==> config.mk <==
export PLATFORM = sky130hd
export DESIGN_NAME = crc_checked_frame_parser
export DESIGN_NICKNAME = d
export VERILOG_FILES = /design/src/hdl/cfp_pkg.sv /design/src/hdl/cfp_parser.sv /design/src/hdl/cfp_out_buf.sv /design/src/hdl/crc_checked_frame_parser.sv
export VERILOG_INCLUDE_DIRS = /design/src /design/src/hdl
export SDC_FILE = /design/constraint.sdc
export NUM_CORES = 1
export LEC_CHECK = 0
export BUFFER_PORTS_ARGS = -buffer_cell sky130_fd_sc_hd__buf_2
export CAP_MARGIN = 25
export CORE_ASPECT_RATIO = 1.75
export CORE_MARGIN = 8
export CORE_UTILIZATION = 37
export CTS_CLUSTER_DIAMETER = 60
export DETAILED_ROUTE_END_ITERATION = 6
export PLACE_DENSITY = 0.61
export SLEW_MARGIN = 30
export SYNTH_ARGS = -nofsm -noshare
export SYNTH_HDL_FRONTEND = slang
export SYNTH_SLANG_ARGS = --single-unit
==> constraint.sdc <==
create_clock -name aclk -period 4.9 [get_ports aclk]
set_input_delay 0.49 -clock aclk [delete_from_list [all_inputs] [get_ports aclk]]
set_output_delay 0.49 -clock aclk [all_outputs]
set_load 0.02 [all_outputs]
==> src/hdl/crc_checked_frame_parser_defines.svh <==
// ---------------------------------------------------------------------------
// crc_checked_frame_parser_defines: assertion macros
// Shared macros for the concurrent checks of the frame parser.
// ---------------------------------------------------------------------------
`ifndef CRC_CHECKED_FRAME_PARSER_DEFINES_SVH
`define CRC_CHECKED_FRAME_PARSER_DEFINES_SVH

// Property that must hold at every clock edge outside reset
`define CFP_ASSERT(label, prop, msg) \
    label: assert property (@(posedge aclk) disable iff (!aresetn) (prop)) else $error(msg);

// Condition that must never be seen outside reset
`define CFP_NEVER(label, cond, msg) \
    label: assert property (@(posedge aclk) disable iff (!aresetn) !(cond)) else $error(msg);

`endif

==> src/hdl/cfp_pkg.sv <==
// ---------------------------------------------------------------------------
// cfp_pkg: shared types and constants of the frame parser
// Phase and result-kind codes, header positions, result struct, CRC step.
// ---------------------------------------------------------------------------
`default_nettype none

package cfp_pkg;

    localparam int          MAX_PAYLOAD      = 256;
    localparam int          LEN_W            = 9;
    localparam int          TDATA_W          = 48;
    localparam logic [7:0]  START_BYTE_RESET = 8'hAA;
    localparam logic [15:0] CRC_INIT         = 16'hFFFF;
    localparam logic [15:0] CRC_POLY         = 16'h1021;

    // Header byte positions
    localparam logic [LEN_W-1:0] HDR_CMD    = LEN_W'(0);
    localparam logic [LEN_W-1:0] HDR_SEQ_HI = LEN_W'(1);
    localparam logic [LEN_W-1:0] HDR_SEQ_LO = LEN_W'(2);
    localparam logic [LEN_W-1:0] HDR_LEN_HI = LEN_W'(3);

    typedef enum logic [2:0] {
        PH_HUNT,
        PH_HEADER,
        PH_PAYLOAD,
        PH_CRC_HI,
        PH_CRC_LO
    } phase_t;

    typedef enum logic [1:0] {
        KIND_DATA,
        KIND_GOOD,
        KIND_BAD
    } kind_t;

    typedef struct packed {
        kind_t            kind;
        logic [7:0]       data;
        logic [LEN_W-1:0] len;
        logic [15:0]      seq;
        logic [7:0]       cmd;
    } result_t;

    // One byte of CRC-16/CCITT, MSB first, no reflection
    function automatic logic [15:0] crc_add_byte(input logic [15:0] crc,
                                                 input logic [7:0]  b);
        logic [15:0] c;
        c = crc ^ {b, 8'h00};
        for (int k = 0; k < 8; k++) begin
            if (c[15]) begin
                c = {c[14:0], 1'b0} ^ CRC_POLY;
            end else begin
                c = {c[14:0], 1'b0};
            end
        end
        return c;
    endfunction

endpackage

`default_nettype wire

==> src/hdl/cfp_parser.sv <==
// ---------------------------------------------------------------------------
// cfp_parser: frame state machine and running CRC
// Consumes one byte per accepted transfer and produces at most one result.
// ---------------------------------------------------------------------------
`default_nettype none
`include "crc_checked_frame_parser_defines.svh"

module cfp_parser (
    input  wire logic                aclk,
    input  wire logic                aresetn,
    input  wire logic                cfg_fire,
    input  wire logic [7:0]          cfg_byte,
    input  wire logic                in_fire,
    input  wire logic [7:0]          in_byte,
    output logic                     res_valid,
    output cfp_pkg::result_t         res
);

    cfp_pkg::phase_t                 phase_reg, phase_next;
    logic [cfp_pkg::LEN_W-1:0]       idx_reg, idx_next;
    logic [cfp_pkg::LEN_W-1:0]       len_reg, len_next;
    logic [7:0]                      len_hi_reg, len_hi_next;
    logic [7:0]                      cmd_reg, cmd_next;
    logic [15:0]                     seq_reg, seq_next;
    logic [15:0]                     crc_reg, crc_next;
    logic [7:0]                      crc_hi_reg, crc_hi_next;
    logic [7:0]                      start_reg;
    logic [cfp_pkg::LEN_W-1:0]       idx_inc;
    logic [15:0]                     len_full;
    logic [15:0]                     crc_upd;

    // Hold the start byte register
    always_ff @(posedge aclk) begin
        if (!aresetn) begin
            start_reg <= cfp_pkg::START_BYTE_RESET;
        end else if (cfg_fire) begin
            start_reg <= cfg_byte;
        end
    end

    // State registers
    always_ff @(posedge aclk) begin
        if (!aresetn) begin
            phase_reg <= cfp_pkg::PH_HUNT;
            idx_reg   <= '0;
        end else begin
            phase_reg <= phase_next;
            idx_reg   <= idx_next;
        end
    end

    // Frame fields and CRC
    always_ff @(posedge aclk) begin
        len_reg    <= len_next;
        len_hi_reg <= len_hi_next;
        cmd_reg    <= cmd_next;
        seq_reg    <= seq_next;
        crc_reg    <= crc_next;
        crc_hi_reg <= crc_hi_next;
    end

    assign idx_inc  = idx_reg + cfp_pkg::LEN_W'(1);
    assign len_full = {len_hi_reg, in_byte};
    assign crc_upd  = cfp_pkg::crc_add_byte(crc_reg, in_byte);

    // Next state and result
    always_comb begin
        phase_next  = phase_reg;
        idx_next    = idx_reg;
        len_next    = len_reg;
        len_hi_next = len_hi_reg;
        cmd_next    = cmd_reg;
        seq_next    = seq_reg;
        crc_next    = crc_reg;
        crc_hi_next = crc_hi_reg;
        res_valid   = 1'b0;
        res.kind    = cfp_pkg::KIND_DATA;
        res.data    = in_byte;
        res.len     = len_reg;
        res.seq     = seq_reg;
        res.cmd     = cmd_reg;
        if (in_fire) begin
            case (phase_reg)
                cfp_pkg::PH_HUNT: begin
                    if (in_byte == start_reg) begin
                        phase_next = cfp_pkg::PH_HEADER;
                        idx_next   = '0;
                        crc_next   = cfp_pkg::CRC_INIT;
                    end
                end
                cfp_pkg::PH_HEADER: begin
                    crc_next = crc_upd;
                    idx_next = idx_inc;
                    case (idx_reg)
                        cfp_pkg::HDR_CMD:    cmd_next    = in_byte;
                        cfp_pkg::HDR_SEQ_HI: seq_next    = {in_byte, 8'h00};
                        cfp_pkg::HDR_SEQ_LO: seq_next    = {seq_reg[15:8], in_byte};
                        cfp_pkg::HDR_LEN_HI: len_hi_next = in_byte;
                        default: begin
                            // Last header byte: check length, drop oversize frames
                            idx_next = '0;
                            if (len_full > 16'(cfp_pkg::MAX_PAYLOAD)) begin
                                phase_next = cfp_pkg::PH_HUNT;
                                len_next   = '0;
                            end else begin
                                len_next   = len_full[cfp_pkg::LEN_W-1:0];
                                phase_next = (len_full == 16'h0000) ? cfp_pkg::PH_CRC_HI
                                                                    : cfp_pkg::PH_PAYLOAD;
                            end
                        end
                    endcase
                end
                cfp_pkg::PH_PAYLOAD: begin
                    crc_next  = crc_upd;
                    res_valid = 1'b1;
                    idx_next  = idx_inc;
                    if (idx_inc >= len_reg) begin
                        idx_next   = '0;
                        phase_next = cfp_pkg::PH_CRC_HI;
                    end
                end
                cfp_pkg::PH_CRC_HI: begin
                    crc_hi_next = in_byte;
                    phase_next  = cfp_pkg::PH_CRC_LO;
                end
                cfp_pkg::PH_CRC_LO: begin
                    res_valid  = 1'b1;
                    res.data   = 8'h00;
                    res.kind   = ({crc_hi_reg, in_byte} == crc_reg) ? cfp_pkg::KIND_GOOD
                                                                    : cfp_pkg::KIND_BAD;
                    phase_next = cfp_pkg::PH_HUNT;
                    idx_next   = '0;
                    len_next   = '0;
                end
                default: begin
                    phase_next = cfp_pkg::PH_HUNT;
                    idx_next   = '0;
                    len_next   = '0;
                end
            endcase
        end
    end

    `CFP_ASSERT(a_res_phase, res_valid |-> (phase_reg == cfp_pkg::PH_PAYLOAD || phase_reg == cfp_pkg::PH_CRC_LO), "result outside payload or trailer")
    `CFP_ASSERT(a_verdict_hunt, (in_fire && phase_reg == cfp_pkg::PH_CRC_LO) |=> (phase_reg == cfp_pkg::PH_HUNT && idx_reg == '0), "no return to hunt after verdict")
    `CFP_ASSERT(a_payload_idx, (phase_reg == cfp_pkg::PH_PAYLOAD) |-> (idx_reg < len_reg), "payload index past length")
    `CFP_ASSERT(a_header_idx, (phase_reg == cfp_pkg::PH_HEADER) |-> (idx_reg <= cfp_pkg::LEN_W'(4)), "header index out of range")

endmodule

`default_nettype wire

==> src/hdl/cfp_out_buf.sv <==
// ---------------------------------------------------------------------------
// cfp_out_buf: two-entry result buffer
// Parts the parser from the result channel so input keeps flowing while
// one result waits.
// ---------------------------------------------------------------------------
`default_nettype none
`include "crc_checked_frame_parser_defines.svh"

module cfp_out_buf (
    input  wire logic             aclk,
    input  wire logic             aresetn,
    input  wire logic             push,
    input  wire cfp_pkg::result_t push_res,
    output logic                  has_room,
    output logic                  out_valid,
    input  wire logic             out_ready,
    output cfp_pkg::result_t      out_res
);

    cfp_pkg::result_t ent_reg [2];
    logic             wr_ptr_reg, wr_ptr_next;
    logic             rd_ptr_reg, rd_ptr_next;
    logic [1:0]       count_reg, count_next;
    logic             pop;

    assign has_room  = (count_reg != 2'd2);
    assign out_valid = (count_reg != 2'd0);
    assign pop       = out_valid && out_ready;
    assign out_res   = ent_reg[rd_ptr_reg];

    // Pointer and fill count update
    always_comb begin
        wr_ptr_next = push ? ~wr_ptr_reg : wr_ptr_reg;
        rd_ptr_next = pop ? ~rd_ptr_reg : rd_ptr_reg;
        count_next  = count_reg + {1'b0, push} - {1'b0, pop};
    end

    always_ff @(posedge aclk) begin
        if (!aresetn) begin
            wr_ptr_reg <= 1'b0;
            rd_ptr_reg <= 1'b0;
            count_reg  <= 2'd0;
        end else begin
            wr_ptr_reg <= wr_ptr_next;
            rd_ptr_reg <= rd_ptr_next;
            count_reg  <= count_next;
        end
    end

    // Store the pushed result
    always_ff @(posedge aclk) begin
        if (push) begin
            ent_reg[wr_ptr_reg] <= push_res;
        end
    end

    `CFP_NEVER(a_count_range, count_reg == 2'd3, "fill count out of range")
    `CFP_NEVER(a_no_overflow, push && !has_room, "push into full buffer")
    `CFP_ASSERT(a_pop_only, (pop && !push) |=> (count_reg == $past(count_reg) - 2'd1), "fill count not decremented")
    `CFP_ASSERT(a_ptr_gap, (count_reg == 2'd1) |-> (wr_ptr_reg != rd_ptr_reg), "pointers disagree with count")

endmodule

`default_nettype wire

==> src/hdl/crc_checked_frame_parser.sv <==
// ---------------------------------------------------------------------------
// crc_checked_frame_parser: start/length framed packet receiver, CRC-16 check
// Hunts for the start byte, reads the header, passes payload bytes out and
// reports a good frame or a CRC mismatch after the two trailing bytes.
//
//   channel   direction  payload
//   s_*       in         tdata[7:0] rx_byte
//   m_*       out        tuser[1:0] kind, tdata cmd/seq/len/data_byte
//   cfg_*     in         cfg_data[7:0] start_byte
//
// One byte per cycle sustained while s_tready is high; each byte is decoded in
// the cycle that ends with its accepting edge, its result enters the output
// buffer at that edge and is offered on m_* from the next cycle.
// A two-entry output buffer sets the input ready: s_tready is low while two
// results wait in the buffer, which only happens after m_tready has stalled.
// Reset (aresetn low, synchronous) returns the parser to hunting and sets
// start_byte to 0xAA. cfg_ready is always high.
// ---------------------------------------------------------------------------
`default_nettype none

module crc_checked_frame_parser (
    input  wire logic                        aclk,
    input  wire logic                        aresetn,
    input  wire logic                        s_tvalid,
    output logic                             s_tready,
    input  wire logic [7:0]                  s_tdata,   // [7:0] rx_byte
    output logic                             m_tvalid,
    input  wire logic                        m_tready,
    // [7:0] frame_cmd, [23:8] frame_seq, [32:24] frame_len, [40:33] data_byte, rest zero
    output logic [cfp_pkg::TDATA_W-1:0]      m_tdata,
    output logic [1:0]                       m_tuser,   // [1:0] kind
    input  wire logic                        cfg_valid,
    output logic                             cfg_ready,
    input  wire logic [7:0]                  cfg_data   // [7:0] start_byte
);

    logic             in_fire;
    logic             cfg_fire;
    logic             res_valid;
    logic             has_room;
    cfp_pkg::result_t res;
    cfp_pkg::result_t out_res;

    assign cfg_ready = 1'b1;
    assign cfg_fire  = cfg_valid && cfg_ready;
    assign s_tready  = has_room;
    assign in_fire   = s_tvalid && s_tready;

    cfp_parser u_parser (
        .aclk      (aclk),
        .aresetn   (aresetn),
        .cfg_fire  (cfg_fire),
        .cfg_byte  (cfg_data),
        .in_fire   (in_fire),
        .in_byte   (s_tdata),
        .res_valid (res_valid),
        .res       (res)
    );

    cfp_out_buf u_out_buf (
        .aclk      (aclk),
        .aresetn   (aresetn),
        .push      (res_valid),
        .push_res  (res),
        .has_room  (has_room),
        .out_valid (m_tvalid),
        .out_ready (m_tready),
        .out_res   (out_res)
    );

    // Pack the result fields, lowest field first
    assign m_tdata = {7'b0, out_res.data, out_res.len, out_res.seq, out_res.cmd};
    assign m_tuser = out_res.kind;

endmodule

`default_nettype wire

# [Yosys cells after proc, flatten, opt, wreduce, memory -nomap -nowiden]
# Memory sizes are Yosys's and may differ from the RTL's. A register that Yosys moved wholly into a read port is not among the register bits.
# Cells that the tools add are included.
[classes] n_addsub=3 n_mul=0 n_div=0 n_lt_le_gt_ge=2 eq_ne=13 shift=0 muxes=33 bitwise=14 n_reduce_logical=21
[ops] cell="$mux W13" count=8
[ops] cell="$pmux W16 S2" count=2
[ops] cell="$mux W9" count=5
[ops] cell="$pmux W9 S4" count=1
[ops] cell="$not A3 Y3" count=8
[ops] cell="$mux W10" count=2
[ops] cell="$eq A9 B2 Y1 const B" count=2
[ops] cell="$pmux W9 S2" count=1
[ops] cell="$reduce_and A3 Y1" count=6
[ops] cell="$eq A16 B16 Y1" count=1
[ops] cell="$gt A16 B9 Y1 const B" count=1
[ops] cell="$logic_not A16 Y1" count=1
[ops] cell="$mux W16" count=1
[ops] cell="$xor A16 B16 Y16" count=1
[ops] cell="$mux W3" count=4
[ops] cell="$pmux W3 S4" count=1
[ops] cell="$add A9 B1 Y9 const B" count=1
[ops] cell="$eq A9 B1 Y1 const B" count=1
[ops] cell="$ge A9 B9 Y1" count=1
[ops] cell="$logic_not A9 Y1" count=1
[ops] cell="$eq A8 B8 Y1" count=1
[ops] cell="$reduce_and A4 Y1" count=2
[ops] cell="$mux W1" count=7
[ops] cell="$eq A3 B2 Y1 const B" count=2
[ops] cell="15 further kinds" count=25
[totals] ff_bits=89 latchBits=0 mem_bits_rw=86 rom_bits=0 inputBits=21 out_inout_bits=53 wordCells=100 mem_count=1
[mem_list] name="u_out_buf.ent_reg" depth=2 width=43 read_ports=1 rd_clocked_by_memory_dff=1 wr=1 line_no="cfp_out_buf.sv:20" rtl="cfp_pkg::result_t ent_reg [2];"

# [Depth between registers and ports, before layout]
# Gate-level depths: netlist of the first run.
[logic_depth] depth_word=18 ltp_mapped=11 mapped_depth_nobuf=11

# [Hierarchy]
# Synthesis of the first run repeated with hierarchy kept, for this count alone.
[unflattened] hier_cells=520 area_unflattened_um2=7796.2
[by_module_without_submodules] mod="cfp_parser" instances=1 cells_per_inst=352 area_each_um2=4172.8 seq_area_each_um2=2352.3
[by_module_without_submodules] mod="cfp_out_buf" instances=1 cells_per_inst=157 area_each_um2=3549.7 seq_area_each_um2=2682.6
[by_module_without_submodules] mod="crc_checked_frame_parser" instances=1 cells_per_inst=11 area_each_um2=73.8 seq_area_each_um2=0.0

# [Worst setup path after synthesis of the first run]
# OpenSTA, ideal clock, no wires.
[synth_path] kind="input to register" startpoint="in s_tdata[6]" endpoint="reg u_parser.crc_reg[0] (enable)" setup_ns=0.478 arrival_ns=3.857 required_ns=4.422 setup_slack_ns=0.565 cell_stages=5 n_path_buf=1 path_cell_list="buf_2 xor2_1 nor4_1 a2111oi_2 a2111oi_0"
[synth_via] elab_chain_cells=3
[synth_lines] element="start, declared" line_no="crc_checked_frame_parser.sv:26" rtl="input wire logic [7:0] s_tdata,"
[synth_lines] element="$eq A8 B8 Y1" line_no="cfp_parser.sv:85" rtl="if (in_byte == start_reg) begin"
[synth_lines] element="$ne A2 B1 Y1 (no line)"
[synth_lines] element="$reduce_and A3 Y1 (no line)"
[synth_lines] element="end signal, assigned" line_no="cfp_parser.sv:58" rtl="crc_reg <= crc_next;"
[synth_lines] element="end, declared" line_no="cfp_parser.sv:25" rtl="logic [15:0] crc_reg, crc_next;"
# Every way passes these cells.
# A chain may end at the register's enable or synchronous reset.

# [Final worst setup path of the first run]
[layout_path] startpoint="reg u_parser.idx_reg[0] in the netlist's numbering" endpoint="reg u_parser.idx_reg[2] in the netlist's numbering"
[layout_via] elab_chain_cells=4 elab_cells_between_ends=10 classes_between="add/sub: 1; order compare: 1; eq/ne: 3; mux: 3; reduce/logical: 2"
[layout_lines] element="start, declared" line_no="cfp_parser.sv:20" rtl="logic [cfp_pkg::LEN_W-1:0] idx_reg, idx_next;"
[layout_lines] element="start signal, assigned" line_no="cfp_parser.sv:48" rtl="idx_reg <= idx_next;"
[layout_lines] element="$add A9 B1 Y9, or another cell as far along" line_no="cfp_parser.sv:62" rtl="assign idx_inc = idx_reg + cfp_pkg::LEN_W'(1);"
[layout_lines] element="$ge A9 B9 Y1 / $reduce_or A4 Y1 (equally long branches)"
[layout_lines] element="$mux W9, on equally long branches" line_no="cfp_parser.sv:117, cfp_parser.sv:94"
[layout_lines] element="$pmux W9 S4 *" line_no="cfp_parser.sv:83" rtl="case (phase_reg)"
# Every way passes the cells marked *; elsewhere a longest branch is shown, timed or not.

==> reports/results.txt, run 1 <==
Root Buffer = clkbuf_16
CTS HTree Levels = 4
drt pass-1 iters = 4
Worst Setup Start Kind = flop
final wirelength = 15,400 um
worst slew pin tran = 910 ps
Std-Cell Rows = 69
clock skew = 13.2 ps
internal power = 2.46 mW
CP Cell Sequence = ha_1, nand3_1, nor2_1, and3_1, xor2_1, ha_1, and3_1, nor3b_1, a311oi_2, o21ai_0, o221ai_1
layout cells sized above 1 = 0.261
Worst-path clk slew = 70 ps
most common cell after layout, fill and taps aside = edfxtp_1
critical path's slowest cell = a311oi_2
Yosys top cell by area = edfxtp_1
Initial Util = 0.375
top post-synthesis cells by area = edfxtp_1 (60%), dfxtp_1 (6.6%), mux2_2 (6.4%)
TritonCTS buffer count = 17
Hold Path Stages = 3
most frequent cells in the layout = edfxtp_1 (151), buf_2 (65), mux2_2 (43)
switching power total = 0.629 mW
fillers = 1,864
sequential area share after synthesis = 0.664
Synth cell types = 44
number of nets in the final layout = 622
number of flip-flops in the largest register = 86
CTS resizes = 0
synthesized flop and latch total = 176
core area = 20,200 sq um
Pleak = 3.18 nW
final hold vios = 0
remaining global-route overflow = 0
Post-synth EDFFs = 151
reg2reg start = u_parser.idx_reg[0]
GR Layer Usage met2 = 0.230
final number of setup-violating endpoints = 0
via count = 4,153
1st-iter DRT viols = 209
pre-CTS setup slack = 1870 ps
synth warn = 0
FF-to-FF path depth = 11
gr busiest metal = met2
worst skew pair latency = 430 ps
Sink Count = 176
Peak VDD IR = 0.000192 V
met1 usage = 0.125
Die ar. = 25,500 sq um
total of max-cap violations = 0
hold_sp = cfg_data[5]
worst stage delay on the critical path = 530 ps
TritonCTS clock tree = built
DR DRC count = 0
DPL Wire Length = 10,800 um
Worst EP required = 5240 ps
Clk pwr share = 0.448
status = completed
grt met3 use = 0.0245
Seq pwr share = 0.524
Worst Path Buf+Inv = 0
WL/cell = 18.3 um
fin. max-slew vios = 0
post-CTS setup buffers = 0
WS Path Type = reg -> reg
Mapped Avg Cell Area = 14.4 sq um
die height = 205 um
Worst R2R End = u_parser.idx_reg[2]
largest net degree at the start of global routing = 44
Worst Setup Slack, final = 1750 ps
hold crit path type = in -> reg
Arr. time, crit path = 3480 ps
fin crit period = 3150 ps
Syn Inst Count = 525
Sw Share = 0.204
gpl congestion = 0.877
# port buffers = 65
asr flop ratio synth = 0
vias per cell = 4.91
Post-Syn Area = 7580 sq um
# IOs = 74
crit share post-route = 0.642
Cell Pwr Density = 353 nW/um^2
CP endpoint kind = flop
area grow syn2layout = 15.4%
post-route ant nets = 0
top cell type's share of synthesized area = 0.598
RSZ-0062 raised after global routing = no
Slew HR = 0.391
r2r setup slk = 1750 ps
setup TNS = 0 ps
fmax = 318 MHz
CTS Buffer Depth = 2
total track usage = 0.126
Horiz. Die Dim = 124 um
Worst Hold End = u_parser.start_reg[5]
Synth Flop Type = edfxtp_1
combinational power share = 0.028
first-pass GRT wire length = 24,100 um
Crit Path Max Fanout = 8
crit path launch = u_parser.idx_reg[0]
antenna fix cells = 0
Post-CTS Hold Buffers = 0
initial antenna violation count = 0
cell family with most CP delay = compound AO/OA/AOI/OAI gates
number of global-route vias before repair = 4,449
## Yosys cell counts (all sizes together) (10+ instances only)
cell type and count:
edfxtp 151, mux2 43, and2 33, xor2 33, xnor2 26, dfxtp 25, nand2 25, inv 21
buf 20, ha 16, and3 15, clkbuf 14, nor2 12, mux2i 10
## worst max path at each step
stage | to | slack (ps) | depth (start not counted)
after floorplan | u_parser.crc_reg[0] | 560 | 5
after global placement | u_parser.phase_reg[2] | 2000 | 11
after detailed placement | u_parser.phase_reg[2] | 1870 | 11
after CTS | u_parser.idx_reg[2] | 1800 | 11
after global routing | u_parser.idx_reg[2] | 1540 | 11
final | u_parser.idx_reg[2] | 1750 | 11
## routing by layer
| metal | wire, um | vias up |
|---|---|---|
| met5 | 0 | - |
| met4 | 634 | 0 |
| met3 | 648 | 33 |
| met2 | 8500 | 104 |
| met1 | 5660 | 2022 |
| li1 | - | 1994 |
## per-stage QoR
stage	power, mW	instances	hold WS (ps)	util	area (sq um)
final	3.09	845	275	0.433	8740
after global routing	3.17	845	267	0.433	8740
after global placement	1.73	813	424	0.401	8100
after CTS	3.11	845	259	0.433	8740
after detailed placement	1.74	814	430	0.403	8130
after floorplan	1.71	531	421	-	7600
## worst register-to-register path, cell delays in order, from the launching register on
cell	delay, ps
dfxtp_1	460
ha_1	210
nand3_1	160
nor2_1	180
and3_1	200
xor2_1	190
ha_1	280
and3_1	200
nor3b_1	150
a311oi_2	530
o21ai_0	280
o221ai_1	220
## power groups by stage
stage	Sequential [mW]	Clock (mW)	Combinational, mW
final	1.62	1.38	0.0858
after global routing	1.62	1.46	0.0938
after CTS	1.62	1.40	0.0865
after detailed placement	1.65	0	0.0860
after global placement	1.65	0	0.0841
after floorplan	1.65	0	0.0649
## cells by family after synthesis
family,share of synthesized area
compound gates,0.0325
xor+xnor,0.0682
buf+inv,0.0340
mux,0.0771
simple gates,0.0963
fa+ha+maj,0.0264
other cells,0.000991
flops,0.664
## layout make-up
cell class	instances	area (sq um)	area share
Clock buffer	17	425	0.0487
Clock inverter	14	181	0.0208
Inverter	21	78.8	0.00902
Multi-Input combinational cell	300	2330	0.267
Sequential cell	176	5040	0.576
Tap cell	248	310	0.0355
Timing Repair Buffer	69	375	0.0429
Power figures use the tool's default switching activity.
==> run 2: changes to the inputs <==
- ABC_AREA: default -> 1
- PLACE_DENSITY: 0.61 -> 0.63
- clock period: 4.9 -> 2.65 ns (I/O delays scaled with it)
==> run 2 against run 1 <==
Compared with the run above:
- total power increased by 110%
- non-clock buffer count increased by 10
- combinational power increased to 13 times the previous value
- global-route usage decreased by 0.27 points
- sequential power increased by 93%
- first-iteration DRC count increased by 48%
- count of clock-buffer cells in the layout unchanged
==> reports/results.txt, run 2 <==
status = completed
Horiz. Die Dim = 125 um (+0.97%)
WL/cell = 15.5 um (-15%)
grt met3 use = 0.0311 (+0.00667)
Mapped Avg Cell Area = 11.7 sq um (-19%)
Post-Syn Area = 7750 sq um (+2.2%)
Synth cell types = 35 (-20%)
Final Cell Area = 9030 sq um (+3.3%)
WS Path Type = reg -> reg
r2r setup slk = 310 ps (-1440 ps)
DPL Wire Length = 11,400 um (+5.3%)
number of nets in the final layout = 784 (+26%)
number of global-route vias before repair = 4,866 (+9.4%)
Crit Path Max Fanout = 7 (-1)
gr busiest metal = met2
Die ar. = 26,000 sq um (+2.0%)
Slew HR = 0.574 (+0.183)
CP endpoint kind = flop
FF-to-FF path depth = 12 (+1)
sequential area share after synthesis = 0.650 (-0.0146)
Arr. time, crit path = 2680 ps (-800 ps)
top-count cell post-synth = edfxtp_1
total of max-cap violations = 0 (unchanged)
setup TNS = 0 ps (unchanged)
worst slew pin tran = 637 ps (-274 ps)
post-route ant nets = 0 (unchanged)
top post-synthesis cells by area = edfxtp_1 (59%), dfxtp_1 (6.5%), mux2_2 (6.3%)
Worst EP required = 3000 ps (-2240 ps)
hold_sp = cfg_data[7]
Synth Flop Type = edfxtp_1
top cell type's share of synthesized area = 0.585 (-0.0131)
synthesized flop and latch total = 176 (unchanged)
TritonCTS clock tree = built
area grow syn2layout = 16.6%
Std-Cell Rows = 70 (+1.4%)
DR DRC count = 0 (unchanged)
layout cells sized above 1 = 0.249 (-0.0126)
die height = 207 um (+1.0%)
gpl congestion = 0.839 (-4.3%)
clock skew = 18.1 ps (+4.89 ps)
Initial Util = 0.373 (-0.00184)
fin. max-slew vios = 0 (unchanged)
final wirelength = 15,700 um (+1.8%)
RSZ-0062 raised after global routing = no
post-CTS setup buffers = 0 (unchanged)
fmax = 428 MHz (+35%)
first-pass GRT wire length = 25,100 um (+4.4%)
1st-iter DRT viols = 309 (+48%)
# port buffers = 65 (unchanged)
GR Layer Usage met2 = 0.231 (+0.000845)
Worst Hold End = u_parser.start_reg[7]
total track usage = 0.123 (-0.00269)
crit share post-route = 0.882 (+0.239)
fin crit period = 2340 ps (-810 ps)
Post-synth EDFFs = 151 (unchanged)
number of flip-flops in the largest register = 86 (unchanged)
Yosys top cell by area = edfxtp_1
vias per cell = 4.73 (-3.8%)
asr flop ratio synth = 0 (unchanged)
Hold Path Stages = 3 (unchanged)
Syn Inst Count = 663 (+26%)
antenna fix cells = 0 (unchanged)
hold crit path type = in -> reg
via count = 4,785 (+15%)
worst skew pair latency = 430 ps (about the same)
Cell Pwr Density = 732 nW/um^2 (+110%)
drt pass-1 iters = 5 (+1)
CTS Buffer Depth = 2 (unchanged)
Sink Count = 176 (unchanged)
TritonCTS buffer count = 17 (unchanged)
met1 usage = 0.127 (+0.00124)
Pleak = 3.48 nW (+9.5%)
core area = 20,800 sq um (+2.7%)
reg2reg start = u_parser.idx_reg[4]
Worst Setup Start Kind = flop
Root Buffer = clkbuf_16
# IOs = 74 (unchanged)
Peak VDD IR = 0.000319 V (+66%)
Post-synth top cells = edfxtp_1 (151), nand2_1 (103), nor2_1 (93)
synth warn = 0 (unchanged)
area post-placement = 8430 sq um (+3.7%)
final hold vios = 0 (unchanged)
initial antenna violation count = 0 (unchanged)
most common cell after layout, fill and taps aside = edfxtp_1
most frequent cells in the layout = edfxtp_1 (151), nand2_1 (103), nor2_1 (90)
Worst-path clk slew = 80 ps (about the same)
fillers = 1,938 (+4.0%)
Worst R2R End = u_parser.idx_reg[5]
CTS HTree Levels = 4 (unchanged)
remaining global-route overflow = 0 (unchanged)
final number of setup-violating endpoints = 0 (unchanged)
largest net degree at the start of global routing = 44 (unchanged)
-- run 2: cell count changes after synthesis, sizes merged, moves of 7 or more --
cell	before	now
and2	33	0
nand3	5	33
nor2	12	96
nor4	9	2
a21oi	3	17
or2	3	11
nand2	25	105
inv	21	71
clkbuf	14	5
xor2	33	12
mux2i	10	0
and3	15	0
nor2b	8	0
-- run 2: logic make-up (layout without fill, tap and decap cells) --
kind of cell	after synthesis	in the layout	synth area share
simple gates	266	266	0.148
flops	176	176	0.650
fa+ha+maj	16	16	0.0258
other cells	2	8	0.000969
buf+inv	93	184	0.0515
xor+xnor	32	32	0.0362
mux	43	43	0.0625
compound gates	35	35	0.0247
-- run 2: cell type report --
type	count	area [sq um]	area share
Multi-Input combinational cell	400	2370	0.262
Timing Repair Buffer	79	455	0.0504
Clock buffer	17	425	0.0471
Sequential cell	176	5040	0.558
Clock inverter	15	150	0.0166
Inverter	73	277	0.0306
Tap cell	252	315	0.0349
-- run 2: worst max-delay path by stage --
| stage | from | end | slack, ps | depth (start not counted) |
|---|---|---|---|---|
| after floorplan | u_parser.phase_reg[2] | u_out_buf.ent_reg[1][0] | 30 | 6 |
| after global placement | u_parser.idx_reg[4] | u_parser.idx_reg[7] | 290 | 13 |
| after global routing | u_parser.idx_reg[0] | u_parser.idx_reg[4] | 60 | 14 |
| after CTS | u_parser.idx_reg[4] | u_parser.phase_reg[0] | 200 | 15 |
| after detailed placement | u_parser.idx_reg[4] | u_parser.phase_reg[0] | 220 | 15 |
| final | u_parser.idx_reg[4] | u_parser.idx_reg[5] | 310 | 12 |
-- run 2: worst max-delay path, stage by stage (launching register included) --
cell and delay [ps]:
dfxtp_1 470, nand2_1 100, nor3_2 190, nand3_1 100, nand2_1 100, inv_1 60
ha_1 310, a21o_1 210, nor2_1 100, nand4_1 240, nor2_1 160, nand3_1 80
a21oi_1 130
-- run 2: stage by stage --
step / util / total power [mW] / instances / hold WS [ps] / setup slack [ps]
finish: 0.435 / 6.61 / 1012 / 38.2 / 314
global route: 0.435 / 6.87 / 1012 / 47.6 / 64.6
floorplan: - / 3.97 / 669 / 364 / 25.9
global placement: 0.406 / 4.30 / 980 / 422 / 293
detailed placement: 0.406 / 4.30 / 980 / 431 / 221
CTS: 0.434 / 6.69 / 1012 / 22.4 / 202
-- run 2: timing repair --
action,in CTS,in global routing
gates resized for setup,0,6
endpoints found under the setup margin,0,8
hold buffers,0,0
-- run 2: where the power goes --
| part | switching [mW] | internal, mW |
|---|---|---|
| clock network | 1.14 | 1.25 |
| logic | 0.680 | 0.415 |
| registers | 0.0460 | 3.08 |
| total | 1.86 | 4.75 |
-- run 2: per-layer routing --
layer,share of wire,up-vias
met5,0,-
met1,0.40,2262
li1,-,2400
met2,0.54,103
met4,0.020,0
met3,0.043,20
==> run 3: changes to the inputs <==
- CELL_PAD_IN_SITES_DETAIL_PLACEMENT: default -> 2
- CELL_PAD_IN_SITES_GLOBAL_PLACEMENT: default -> 2
- CORE_UTILIZATION: 37 -> 36
- PLACE_DENSITY: 0.63 -> 0.83
==> run 3 against run 2 <==
Compared with the run above:
- utilization fell by 0.67 points
- wire length rose by 45%
- register-to-register slack got worse by 270 ps
- hold slack improved by 23 ps
- clock power rose by 15%
- total power rose by 6.4%
- cell count did not move
- critical path type unchanged
- largest cell class unchanged
- largest power group unchanged
==> reports/results.txt, run 3 (synthesis gave the netlist of run 2 again) <==
status = completed
WL/cell = 22.6 um (+45%)
post-route ant nets = 0 (unchanged)
total of max-cap violations = 0 (unchanged)
Crit Path Max Fanout = 4 (-3)
clock skew = 11.9 ps (-6.19 ps)
die height = 210 um (+1.3%)
Root Buffer = clkbuf_16
remaining global-route overflow = 0 (unchanged)
number of global-route vias before repair = 6,138 (+26%)
Std-Cell Rows = 71 (+1.4%)
Final Cell Area = 9130 sq um (+1.1%)
hold crit path type = in -> reg
Worst EP required = 2970 ps (-30 ps)
most common cell after layout, fill and taps aside = edfxtp_1
DPL Wire Length = 15,700 um (+38%)
Worst R2R End = u_parser.phase_reg[0]
Die ar. = 26,700 sq um (+2.5%)
area post-placement = 8410 sq um (-0.31%)
FF-to-FF path depth = 15 (+3)
WS Path Type = reg -> reg
number of nets in the final layout = 781 (-0.38%)
worst skew pair latency = 430 ps (about the same)
total track usage = 0.175 (+0.0517)
hold_sp = cfg_data[7]
CTS Buffer Depth = 2 (unchanged)
Peak VDD IR = 0.000418 V (+31%)
final wirelength = 22,800 um (+45%)
number of flip-flops in the largest register = 86 (unchanged)
worst hold slack = 61.2 ps (+23.0 ps)
Worst-path clk slew = 70 ps (about the same)
via count = 5,207 (+8.8%)
fin. max-slew vios = 0 (unchanged)
largest net degree at the start of global routing = 45 (+2.3%)
Cell Pwr Density = 770 nW/um^2 (+5.2%)
CP endpoint kind = flop
TritonCTS clock tree = built
TritonCTS buffer count = 17 (unchanged)
Pleak = 3.51 nW (+0.77%)
Worst Hold End = u_parser.start_reg[7]
final number of setup-violating endpoints = 0 (unchanged)
r2r setup slk = 40 ps (-270 ps)
reg2reg start = u_parser.idx_reg[2]
crit share post-route = 0.985 (+0.104)
drt pass-1 iters = 4 (-1)
Arr. time, crit path = 2930 ps (+250 ps)
Hold Path Stages = 3 (unchanged)
final hold vios = 0 (unchanged)
vias per cell = 5.15 (+8.8%)
Power Total = 7.03 mW (+6.4%)
1st-iter DRT viols = 305 (-1.3%)
Slew HR = 0.520 (-0.0539)
Sink Count = 176 (unchanged)
core area = 21,300 sq um (+2.7%)
antenna fix cells = 0 (unchanged)
# port buffers = 65 (unchanged)
gpl congestion = 0.796 (-5.1%)
first-pass GRT wire length = 35,000 um (+39%)
worst slew pin tran = 717 ps (+80.6 ps)
CTS HTree Levels = 4 (unchanged)
fmax = 383 MHz (-11%)
fin crit period = 2610 ps (+275 ps)
most frequent cells in the layout = edfxtp_1 (151), nand2_1 (102), nor2_1 (87)
Worst Setup Start Kind = flop
Post-Layout Cell Count = 1,012 (unchanged)
Initial Util = 0.363 (-0.00986)
Post-CTS Hold Buffers = 0 (unchanged)
DR DRC count = 0 (unchanged)
area grow syn2layout = 17.9%
# placed instances = 979 (-0.10%)
initial antenna violation count = 0 (unchanged)
Horiz. Die Dim = 127 um (+1.2%)
# IOs = 74 (unchanged)
layout cells sized above 1 = 0.258 (+0.00891)
==> run 3: final cells by class <==
cell class / instances / area [sq um]
well taps: 255 / 319
fillers: 2176 / 12200
inverters: 73 / 277
clock buffers: 24 / 492
multi-input cells: 400 / 2420
repair buffers: 76 / 433
clock inverters: 8 / 148
flip-flops and latches: 176 / 5040
==> run 3: what timing repair did <==
action / CTS / global route
setup buffers: 0 / 1
endpoints found under the hold margin: 0 / 0
gates cloned: 0 / 0
gates resized for setup: 3 / 21
setup endpoints to repair: 10 / 13
pin swaps: 0 / 2
==> run 3: where the power goes <==
part	internal, mW	total [mW]	switching (mW)
sequential	3.08	3.13	0.0533
combinational	0.416	1.15	0.735
clock	1.69	2.75	1.06
total	5.18	7.03	1.85
==> run 3: worst max-delay path by stage <==
stage                     startpoint  slack [ps]                 endpoint
2_1_floorplan  u_parser.phase_reg[2]          30  u_out_buf.ent_reg[1][0]
3_3_place_gp     u_parser.idx_reg[0]         270      u_parser.idx_reg[4]
3_5_place_dp     u_parser.idx_reg[0]          30      u_parser.idx_reg[5]
4_1_cts          u_parser.idx_reg[1]         0.2      u_parser.idx_reg[4]
5_1_grt          u_parser.idx_reg[2]         -60    u_parser.phase_reg[0]
6_report         u_parser.idx_reg[2]          40    u_parser.phase_reg[0]
==> run 3: critical path: stages (launching register included) <==
cell and delay, ps:
dfxtp_1 460, nand3_1 250, nor2_2 200, nand3_1 90, nand2_1 110, inv_1 60, ha_1 300, nand2_1 100
nor2_4 170, nand2_1 100, nand2_1 140, nand2_4 100, nor2_4 160, nand2_1 110, nand2_1 100, nor2_1 50
==> run 3: stage by stage <==
stage          setup WS, ps  utilization  TNS (ps)
6_report               39.3        0.428         0
5_1_grt               -61.9        0.428      -353
4_1_cts               0.155        0.425         0
3_5_place_dp           34.1        0.394         0
3_3_place_gp            269        0.394         0
2_1_floorplan          25.9            -         0
==> run 3: layer usage <==
layer,up-vias,routed length (um),GRT usage,part of all wire
li1,2377,-,-,-
met1,2658,8260,0.170,0.36
met2,114,12900,0.334,0.56
met3,58,695,0.0342,0.030
met4,0,1020,0.101,0.044
met5,-,0,0,0
